$ cat config.mk
export PLATFORM = sky130hd
export DESIGN_NAME = premultiplied_pixel_converter_top_flat
export DESIGN_NICKNAME = d
export VERILOG_FILES = /design/src/design/ppc_pkg.sv /design/src/design/ppc_if.sv /design/src/design/ppc_front_cell.sv /design/src/design/ppc_div_cell.sv /design/src/design/premultiplied_pixel_converter_top.sv /design/src/flat_wrapper.sv
export SDC_FILE = /design/constraint.sdc
export NUM_CORES = 1
export LEC_CHECK = 0
export BUFFER_PORTS_ARGS = -buffer_cell sky130_fd_sc_hd__buf_4
export CORE_MARGIN = 8
export CORE_UTILIZATION = 60
export DETAILED_ROUTE_END_ITERATION = 10
export PLACE_DENSITY = 0.83
export RECOVER_POWER = 25
export SYNTH_ARGS = -nofsm -noshare
export SYNTH_HDL_FRONTEND = slang
export SYNTH_SLANG_ARGS = --single-unit
$ cat constraint.sdc
create_clock -name clock -period 37.2 [get_ports clock]
set_input_delay 5.58 -clock clock [delete_from_list [all_inputs] [get_ports clock]]
set_output_delay 5.58 -clock clock [all_outputs]
set_load 0.02 [all_outputs]
$ cat src/design/ppc_pkg.sv
`timescale 1ns / 1ps

package ppc_pkg;

   localparam logic [1:0] MODE_GRAY     = 2'd0;
   localparam logic [1:0] MODE_COLOUR   = 2'd1;
   localparam logic [1:0] MODE_UNPREMUL = 2'd2;

   localparam int unsigned CHAN_W   = 8;
   localparam int unsigned GRAY_W   = 10;
   localparam int unsigned REM_W    = 16;
   localparam int unsigned CHANNELS = 3;

   localparam logic [CHAN_W-1:0] OPAQUE   = 8'd255;
   localparam logic [GRAY_W-1:0] GRAY_MAX = 10'd765;

   typedef struct packed {
      logic [1:0]                          mode;
      logic [CHAN_W-1:0]                   alpha;
      logic [GRAY_W-1:0]                   gray;
      logic [CHANNELS-1:0]                 div;
      logic [CHANNELS-1:0][CHAN_W-1:0]     quo;
      logic [CHANNELS-1:0][REM_W-1:0]      rem;
   } stage_type;

endpackage

$ cat src/design/ppc_if.sv
`timescale 1ns / 1ps

interface ppc_req_if;
   logic       valid;
   logic       ready;
   logic [7:0] in_red;
   logic [7:0] in_green;
   logic [7:0] in_blue;
   logic [7:0] in_alpha;

   modport source (output valid, in_red, in_green, in_blue, in_alpha, input ready);
   modport sink   (input valid, in_red, in_green, in_blue, in_alpha, output ready);
endinterface

interface ppc_rsp_if;
   logic       valid;
   logic       ready;
   logic [7:0] out_red;
   logic [7:0] out_green;
   logic [7:0] out_blue;
   logic [7:0] out_alpha;
   logic [9:0] gray_level;

   modport source (output valid, out_red, out_green, out_blue, out_alpha, gray_level,
                   input ready);
   modport sink   (input valid, out_red, out_green, out_blue, out_alpha, gray_level,
                   output ready);
endinterface

interface ppc_csr_if;
   logic       valid;
   logic       ready;
   logic [1:0] data;

   modport source (output valid, data, input ready);
   modport sink   (input valid, data, output ready);
endinterface

$ cat src/design/ppc_front_cell.sv
`timescale 1ns / 1ps

module ppc_front_cell (
   input  logic                                         clock,
   input  logic                                         reset,
   input  logic                                         enable,
   input  logic [1:0]                                   mode,
   input  logic                                         up_valid,
   input  logic [ppc_pkg::CHANNELS-1:0][ppc_pkg::CHAN_W-1:0] chan,
   input  logic [ppc_pkg::CHAN_W-1:0]                   alpha,
   output logic                                         valid_out,
   output ppc_pkg::stage_type                           stage_out
);

   logic                           valid_ff;
   ppc_pkg::stage_type             stage_ff;
   ppc_pkg::stage_type             stage_in;
   logic [ppc_pkg::CHAN_W-1:0]     white;
   logic [10:0]                    sum;
   logic [ppc_pkg::REM_W-1:0]      limit;
   logic [ppc_pkg::CHANNELS-1:0][ppc_pkg::REM_W-1:0] num;

   assign white = ppc_pkg::OPAQUE - alpha;
   assign limit = {alpha, 8'd0};
   assign sum   = 11'(chan[0]) + 11'(chan[1]) + 11'(chan[2])
                + 11'(white) + 11'(white) + 11'(white);

   // rounded dividend c*255 + a/2
   always_comb begin
      for (int k = 0; k < ppc_pkg::CHANNELS; k++) begin
         num[k] = ({8'd0, chan[k]} << 8) - {8'd0, chan[k]} + {9'd0, alpha[7:1]};
      end
   end

   always_comb begin
      stage_in      = '0;
      stage_in.mode = mode;
      case (mode)
         ppc_pkg::MODE_GRAY: begin
            stage_in.gray = (sum > 11'(ppc_pkg::GRAY_MAX)) ? ppc_pkg::GRAY_MAX : sum[9:0];
         end
         ppc_pkg::MODE_COLOUR: begin
            stage_in.alpha = ppc_pkg::OPAQUE;
            for (int k = 0; k < ppc_pkg::CHANNELS; k++) begin
               stage_in.quo[k] = 8'(chan[k] + white);
            end
         end
         ppc_pkg::MODE_UNPREMUL: begin
            stage_in.alpha = alpha;
            for (int k = 0; k < ppc_pkg::CHANNELS; k++) begin
               if (alpha == 8'd0 || alpha == ppc_pkg::OPAQUE) begin
                  stage_in.quo[k] = chan[k];
               end else if (num[k] >= limit) begin
                  stage_in.quo[k] = ppc_pkg::OPAQUE;
               end else begin
                  stage_in.div[k] = 1'b1;
                  stage_in.rem[k] = num[k];
               end
            end
         end
         default: begin
            stage_in = '0;
            stage_in.mode = mode;
         end
      endcase
   end

   always_ff @(posedge clock) begin
      if (reset) begin
         valid_ff <= 1'b0;
      end else if (enable) begin
         valid_ff <= up_valid;
      end
   end

   always_ff @(posedge clock) begin
      if (enable) begin
         stage_ff <= stage_in;
      end
   end

   assign valid_out = valid_ff;
   assign stage_out = stage_ff;

endmodule

$ cat src/design/ppc_div_cell.sv
`timescale 1ns / 1ps

module ppc_div_cell #(
   parameter int unsigned BIT = 0
) (
   input  logic               clock,
   input  logic               reset,
   input  logic               enable,
   input  logic               up_valid,
   input  ppc_pkg::stage_type up_stage,
   output logic               valid_out,
   output ppc_pkg::stage_type stage_out
);

   logic                      valid_ff;
   ppc_pkg::stage_type        stage_ff;
   ppc_pkg::stage_type        stage_in;
   logic [ppc_pkg::REM_W-1:0] shifted;

   assign shifted = {8'd0, up_stage.alpha} << BIT;

   // one quotient bit per channel
   always_comb begin
      stage_in = up_stage;
      for (int k = 0; k < ppc_pkg::CHANNELS; k++) begin
         if (up_stage.div[k] && up_stage.rem[k] >= shifted) begin
            stage_in.rem[k]      = up_stage.rem[k] - shifted;
            stage_in.quo[k][BIT] = 1'b1;
         end
      end
   end

   always_ff @(posedge clock) begin
      if (reset) begin
         valid_ff <= 1'b0;
      end else if (enable) begin
         valid_ff <= up_valid;
      end
   end

   always_ff @(posedge clock) begin
      if (enable) begin
         stage_ff <= stage_in;
      end
   end

   assign valid_out = valid_ff;
   assign stage_out = stage_ff;

endmodule

$ cat src/design/premultiplied_pixel_converter_top.sv
`timescale 1ns / 1ps

// Premultiplied pixel converter, one ARGB pixel in and one result out per item.
// req: premultiplied red, green, blue and alpha bytes.
// rsp: converted channels, alpha and the 10-bit gray level.
// csr: writes the 2-bit mode (0 gray over white, 1 colour over white,
// 2 un-premultiply); it is always ready and should be written only while
// no item is in flight.
// An accepted item passes through one front cell that forms sums and
// dividends, then a chain of 8 divider cells, each deciding one quotient
// bit for all three channels. The last cell is the output register. The
// chain takes one item per cycle while the receiver does not stall.
// When the receiver stalls the whole chain holds and req.ready drops in the
// same cycle; it stays high while rsp is empty or being taken.
// Reset empties the chain and sets the mode to gray over white.

module premultiplied_pixel_converter_top (
   input  logic      clock,
   input  logic      reset,
   ppc_req_if.sink   req,
   ppc_rsp_if.source rsp,
   ppc_csr_if.sink   csr
);

   localparam int unsigned CELLS = ppc_pkg::CHAN_W;

   logic [1:0]         mode_ff;
   logic               enable;
   logic               valid [0:CELLS];
   ppc_pkg::stage_type stage [0:CELLS];

   assign csr.ready = 1'b1;

   always_ff @(posedge clock) begin
      if (reset) begin
         mode_ff <= ppc_pkg::MODE_GRAY;
      end else if (csr.valid && csr.ready) begin
         mode_ff <= csr.data;
      end
   end

   assign enable    = !valid[CELLS] || rsp.ready;
   assign req.ready = enable;

   ppc_front_cell u_front (
      .clock     (clock),
      .reset     (reset),
      .enable    (enable),
      .mode      (mode_ff),
      .up_valid  (req.valid),
      .chan      ({req.in_blue, req.in_green, req.in_red}),
      .alpha     (req.in_alpha),
      .valid_out (valid[0]),
      .stage_out (stage[0])
   );

   for (genvar i = 0; i < CELLS; i++) begin : g_div
      ppc_div_cell #(
         .BIT (CELLS - 1 - i)
      ) u_cell (
         .clock     (clock),
         .reset     (reset),
         .enable    (enable),
         .up_valid  (valid[i]),
         .up_stage  (stage[i]),
         .valid_out (valid[i+1]),
         .stage_out (stage[i+1])
      );
   end

   assign rsp.valid      = valid[CELLS];
   assign rsp.out_red    = stage[CELLS].quo[0];
   assign rsp.out_green  = stage[CELLS].quo[1];
   assign rsp.out_blue   = stage[CELLS].quo[2];
   assign rsp.out_alpha  = stage[CELLS].alpha;
   assign rsp.gray_level = stage[CELLS].gray;

   a_ready_follows_output : assert property (@(posedge clock) disable iff (reset)
      req.ready == (!rsp.valid || rsp.ready))
      else $error("input ready does not follow the output register");

   a_gray_fields : assert property (@(posedge clock) disable iff (reset)
      (rsp.valid && stage[CELLS].mode == ppc_pkg::MODE_GRAY) |->
      (rsp.out_red == 8'd0 && rsp.out_green == 8'd0 && rsp.out_blue == 8'd0 &&
       rsp.out_alpha == 8'd0 && rsp.gray_level <= ppc_pkg::GRAY_MAX))
      else $error("gray item carries colour fields or level above range");

   a_colour_fields : assert property (@(posedge clock) disable iff (reset)
      (rsp.valid && stage[CELLS].mode == ppc_pkg::MODE_COLOUR) |->
      (rsp.out_alpha == ppc_pkg::OPAQUE && rsp.gray_level == 10'd0))
      else $error("colour item with wrong alpha or nonzero gray level");

   a_stall_holds_chain : assert property (@(posedge clock) disable iff (reset)
      (rsp.valid && !rsp.ready) |=> (rsp.valid && $stable(stage[CELLS])))
      else $error("output moved while the receiver stalled");

endmodule

$ cat src/flat_wrapper.sv
// flat-port wrapper written by rule: the top's interface ports become plain ports
module premultiplied_pixel_converter_top_flat 
  (clock, reset, req_valid, req_in_red, req_in_green, req_in_blue, req_in_alpha, req_ready, rsp_valid, rsp_out_red, rsp_out_green, rsp_out_blue, rsp_out_alpha, rsp_gray_level, rsp_ready, csr_valid, csr_data, csr_ready);
  ppc_req_if req_i ();
  ppc_rsp_if rsp_i ();
  ppc_csr_if csr_i ();
  input  logic clock;
  input  logic reset;
  input wire logic [$bits(req_i.valid)-1:0] req_valid;
  input wire logic [$bits(req_i.in_red)-1:0] req_in_red;
  input wire logic [$bits(req_i.in_green)-1:0] req_in_green;
  input wire logic [$bits(req_i.in_blue)-1:0] req_in_blue;
  input wire logic [$bits(req_i.in_alpha)-1:0] req_in_alpha;
  output wire logic [$bits(req_i.ready)-1:0] req_ready;
  output wire logic [$bits(rsp_i.valid)-1:0] rsp_valid;
  output wire logic [$bits(rsp_i.out_red)-1:0] rsp_out_red;
  output wire logic [$bits(rsp_i.out_green)-1:0] rsp_out_green;
  output wire logic [$bits(rsp_i.out_blue)-1:0] rsp_out_blue;
  output wire logic [$bits(rsp_i.out_alpha)-1:0] rsp_out_alpha;
  output wire logic [$bits(rsp_i.gray_level)-1:0] rsp_gray_level;
  input wire logic [$bits(rsp_i.ready)-1:0] rsp_ready;
  input wire logic [$bits(csr_i.valid)-1:0] csr_valid;
  input wire logic [$bits(csr_i.data)-1:0] csr_data;
  output wire logic [$bits(csr_i.ready)-1:0] csr_ready;
  assign req_i.valid = req_valid;
  assign req_i.in_red = req_in_red;
  assign req_i.in_green = req_in_green;
  assign req_i.in_blue = req_in_blue;
  assign req_i.in_alpha = req_in_alpha;
  assign req_ready = req_i.ready;
  assign rsp_valid = rsp_i.valid;
  assign rsp_out_red = rsp_i.out_red;
  assign rsp_out_green = rsp_i.out_green;
  assign rsp_out_blue = rsp_i.out_blue;
  assign rsp_out_alpha = rsp_i.out_alpha;
  assign rsp_gray_level = rsp_i.gray_level;
  assign rsp_i.ready = rsp_ready;
  assign csr_i.valid = csr_valid;
  assign csr_i.data = csr_data;
  assign csr_ready = csr_i.ready;
  premultiplied_pixel_converter_top u_core (.clock(clock), .reset(reset), .req(req_i), .rsp(rsp_i), .csr(csr_i));
endmodule
==> run summary <==
The effective utilization at floorplan is 60.3%. The min-delay analysis places its worst path in the category register to register. Buffers inserted to repair hold after CTS numbered 0.

Summed over all nets, wire length on met3 after detailed routing comes to 3570 microns. The worst setup path is launched from an input port. The logs give 0 ns for the sum of negative setup slack and 7.16 ns for the data arrival at the endpoint of the critical path. The standby leakage power is 0.0185 uW, and the all-layer global routing usage is 21.4%. In this run the power spent charging and discharging nets is 754 uW. On the final layout, the worst clock skew is 0.0202 ns.

Of the total power, the clock network draws 28.5%. The die area came out at 75800 sq um. The first global-routing pass estimated 129000 microns of wire. The via count of the first global-routing pass was 24826. The final count of pins violating max slew was 0; the number of CTS-inserted buffers was 79. The final route contains 24971 vias.

The first detailed-routing pass took 6 iterations. The maximum count of clock buffers along a single path was 3. The minimum setup slack after placement was 24.39 ns. The path type of the worst setup path was input port to output pin. The final number of hold-violating endpoints was 0.

Measured against its own limit, the worst slew margin works out to 16.3%. The placement row count came out at 95. Of the total power, combinational logic draws 24.2%. The number of antenna-violating nets in the routed design is 0.

Net switching is 29.0% of the power. For the standard cell core area, the log shows 66900 sq um. TritonCTS built the clock tree.

Once the clock tree was built, the resizer swapped 0 gates to a different size. The synthesized netlist contains 88 unique library cells. For the detailed-route wire length on metal 1, the log shows 32200 microns. The via density per instance works out to 5.89.

The clock drives 797 sinks. For this block, the routed nets add up to 80900 microns of wire. Fraction of the yosys area taken by sequential cells: 59.0%. Of all flip-flops after synthesis, the portion carrying an async set or reset was 0%.

The number of register bits inferred by synthesis was 797; the area growth from synthesis to final layout was 10.1%. The number of flops mapped to enable cells by yosys is 786, and the final instance area is 44500 sq um. In the final routed layout, each cell accounts on average for 19.1 microns.

Clock latency reported for the late side of the worst-skew pair: 0.64 ns. The fraction of the cycle the final worst path needs came out at 34.2%. Static timing analysis puts the maximum clock frequency at 78.5 MHz. The multi-input gate area in the final layout was 15600 sq um; the minimum clock period was 12.74 ns. Final layout net count: 3667. For the share of total power in sequential cells, the log shows 47.4%. The die is 275 microns tall.

In the final layout, flip-flops and latches occupy 23800 sq um. The largest incremental delay on the critical path came out at 0.66 ns. STA classifies the critical path endpoint as an output pin. The maximum number of pins on one net before global-route repair came out at 136. The standard cell area after detailed placement is 42000 sq um. Setup repair after global routing left no endpoint under its margin.

Summed over all nets, wire length on met2 after detailed routing comes to 41100 microns. The tools report the number of inserted filler cells in the final layout as 4678. Dividing total power by cell area gives a power density of 58.5 nW/um^2. The congestion estimate from routability-driven global placement came to 0.948.

Among all stages on the critical path, the largest delay is contributed by sky130_fd_sc_hd__nor2b_1. In this run the mean area of a mapped cell was 12.7 sq um. Width of the chip: 275 microns. Setup violations remaining at the end of the flow were counted as 0. Walking the worst path, the cells encountered are buf_4, nor2b_1, inv_8, buf_4. The run gives 84 as the I/O pin count. For flop-to-flop paths, the worst setup slack is 32.95 ns. The maximum net fanout on the critical path is 135, and the pin slew with the least headroom to its limit is 1.25 ns. Cell repeated most along the worst path: sky130_fd_sc_hd__buf_4. The internal portion of the total power is 1850 uW. STA puts the critical path data required time at 31.62 ns.

Across the VDD grid, the largest voltage drop is 0.0000360 V. The number of input and output port buffers inserted came out at 82. In this run the cell area of the synthesized design comes to 40400 sq um. In the final layout, the share of cells above drive strength 1 is 9.00%. The H-tree depth reported by CTS is 3, and the DRC violations left is 0. After clock tree synthesis, the clock-pin slew on the worst setup and hold paths is 0.06 ns. The number of maximum-capacitance constraint violations is 0. The total overflow left after global routing is 0.

The worst path meets setup with 24.46 ns of slack. The detailed placer's ending HPWL came out at 59100 microns. The post-CTS setup-driven buffer insertion count came out at 0. For this run, the number of Yosys warnings is 0. In this run the clock root is driven by a sky130_fd_sc_hd__clkbuf_16.

The synthesized net count was 3531; the number of diodes was 0. The tools report the number of antenna violations at the first check in global routing as 1. The run finished with clean final reports. The cell count after synthesis came out at 3169. The detailed router used layers up to and including met5.

The number of DRC markers in iteration 0 was 1860. The dominant synthesized flop cell is sky130_fd_sc_hd__edfxtp_1.
-- layout by cell type, fill, tap and decap left out, types with 15 or more instances in the layout --
master and count:
sky130_fd_sc_hd__edfxtp_1 786, sky130_fd_sc_hd__ha_1 272, sky130_fd_sc_hd__nand2_1 219, sky130_fd_sc_hd__inv_1 198
sky130_fd_sc_hd__o21ai_0 198, sky130_fd_sc_hd__nor2_1 187, sky130_fd_sc_hd__a21oi_1 145, sky130_fd_sc_hd__xnor2_1 107
sky130_fd_sc_hd__xor2_1 106, sky130_fd_sc_hd__buf_4 96, sky130_fd_sc_hd__nor2b_1 91, sky130_fd_sc_hd__clkbuf_16 79
sky130_fd_sc_hd__nand2b_1 66, sky130_fd_sc_hd__nor3_1 59, sky130_fd_sc_hd__nor4_1 54, sky130_fd_sc_hd__o21a_1 54
sky130_fd_sc_hd__fa_1 51, sky130_fd_sc_hd__a21o_1 47, sky130_fd_sc_hd__mux2_2 47, sky130_fd_sc_hd__nand3_1 46
sky130_fd_sc_hd__o31ai_1 32, sky130_fd_sc_hd__nand4_1 29, sky130_fd_sc_hd__or3_1 29, sky130_fd_sc_hd__o22ai_1 23
sky130_fd_sc_hd__a211oi_1 22, sky130_fd_sc_hd__clkinv_1 20, sky130_fd_sc_hd__or2_2 19, sky130_fd_sc_hd__o21bai_1 17
sky130_fd_sc_hd__o31a_1 15, sky130_fd_sc_hd__clkinv_2 15
-- kinds of logic after synthesis --
group / share of synthesized area, %
mux: 1.66
fa+ha+maj: 11.0
xor+xnor: 4.62
simple gates: 11.1
other cells: 0.00929
buf+inv: 2.30
flops: 59.0
compound gates: 10.3
-- sequential cells by signal (all words and copies together) (netlist names) --
name                           flops
u_core.mode_ff                     2
u_core.u_front.valid_out           1
u_core.u_front.stage_out          93
u_core.g_div.u_cell.valid_out      8
u_core.g_div.u_cell.stage_out    693
-- worst max-delay path: cells and delay by family --
family | cells | cell delay (ns)
buf+inv | 3 | 0.92
simple gates | 1 | 0.66
-- cells in the mapped netlist (23+ instances only) --
cell type / number / area (sq um)
sky130_fd_sc_hd__edfxtp_1: 786 / 23600
sky130_fd_sc_hd__ha_1: 272 / 3400
sky130_fd_sc_hd__nand2_1: 219 / 822
sky130_fd_sc_hd__o21ai_0: 200 / 1000
sky130_fd_sc_hd__inv_1: 198 / 743
sky130_fd_sc_hd__nor2_1: 187 / 702
sky130_fd_sc_hd__a21oi_1: 145 / 726
sky130_fd_sc_hd__xnor2_1: 107 / 937
sky130_fd_sc_hd__xor2_1: 106 / 928
sky130_fd_sc_hd__nor2b_1: 91 / 569
sky130_fd_sc_hd__nand2b_1: 66 / 413
sky130_fd_sc_hd__nor3_1: 59 / 295
sky130_fd_sc_hd__nor4_1: 54 / 338
sky130_fd_sc_hd__o21a_1: 54 / 405
sky130_fd_sc_hd__fa_1: 51 / 1020
sky130_fd_sc_hd__a21o_1: 47 / 353
sky130_fd_sc_hd__mux2_2: 47 / 529
sky130_fd_sc_hd__nand3_1: 46 / 230
sky130_fd_sc_hd__clkbuf_1: 32 / 120
sky130_fd_sc_hd__o31ai_1: 32 / 240
sky130_fd_sc_hd__nand4_1: 29 / 181
sky130_fd_sc_hd__or3_1: 29 / 181
sky130_fd_sc_hd__o22ai_1: 23 / 144
-- per-layer routing --
layer / track usage (%) / vias to the layer above
met3: 3.21 / 228
met2: 38.7 / 700
met1: 24.6 / 11931
met4: 10.5 / 2
li1: - / 12110
met5: 0 / -
-- stage by stage --
stage	instances	hold WS (ns)	total power, uW	util (%)
floorplan	3169	0.400	1710	-
detailed placement	4097	0.405	1870	62.8
global route	4238	0.417	2740	66.4
finish	4238	0.414	2600	66.4
CTS	4238	0.412	2610	66.4
global placement	4097	0.401	1840	62.8
-- layout make-up --
type                       count  area share (%)
multi-input combinational   2131            35.2
clock inverter                50           0.901
timing repair buffer          96            1.62
clock buffer                  91            4.55
inverter                     200            1.71
sequential                   797            53.6
tap                          873            2.46
-- power by group through the flow --
stage          clock network, uW  logic, uW  registers, uW
2_1_floorplan                  0        472           1240
3_3_place_gp                   0        600           1240
3_5_place_dp                   0        618           1250
4_1_cts                      756        626           1230
5_1_grt                      789        703           1250
6_report                     741        628           1230
-- worst paths after layout --
path | endpoint | depth (start not counted) | from
setup reg to reg | u_core.g_div[4].u_cell.stage_out[36] | 5 | u_core.g_div[7].u_cell.valid_out
setup / recovery | req_ready | 4 | rsp_ready
hold reg to reg | u_core.g_div[5].u_cell.stage_out[54] | 0 | u_core.g_div[4].u_cell.stage_out[54]
hold / removal | u_core.g_div[5].u_cell.stage_out[54] | 0 | u_core.g_div[4].u_cell.stage_out[54]
Note: power is estimated with default switching activity, not from simulation.
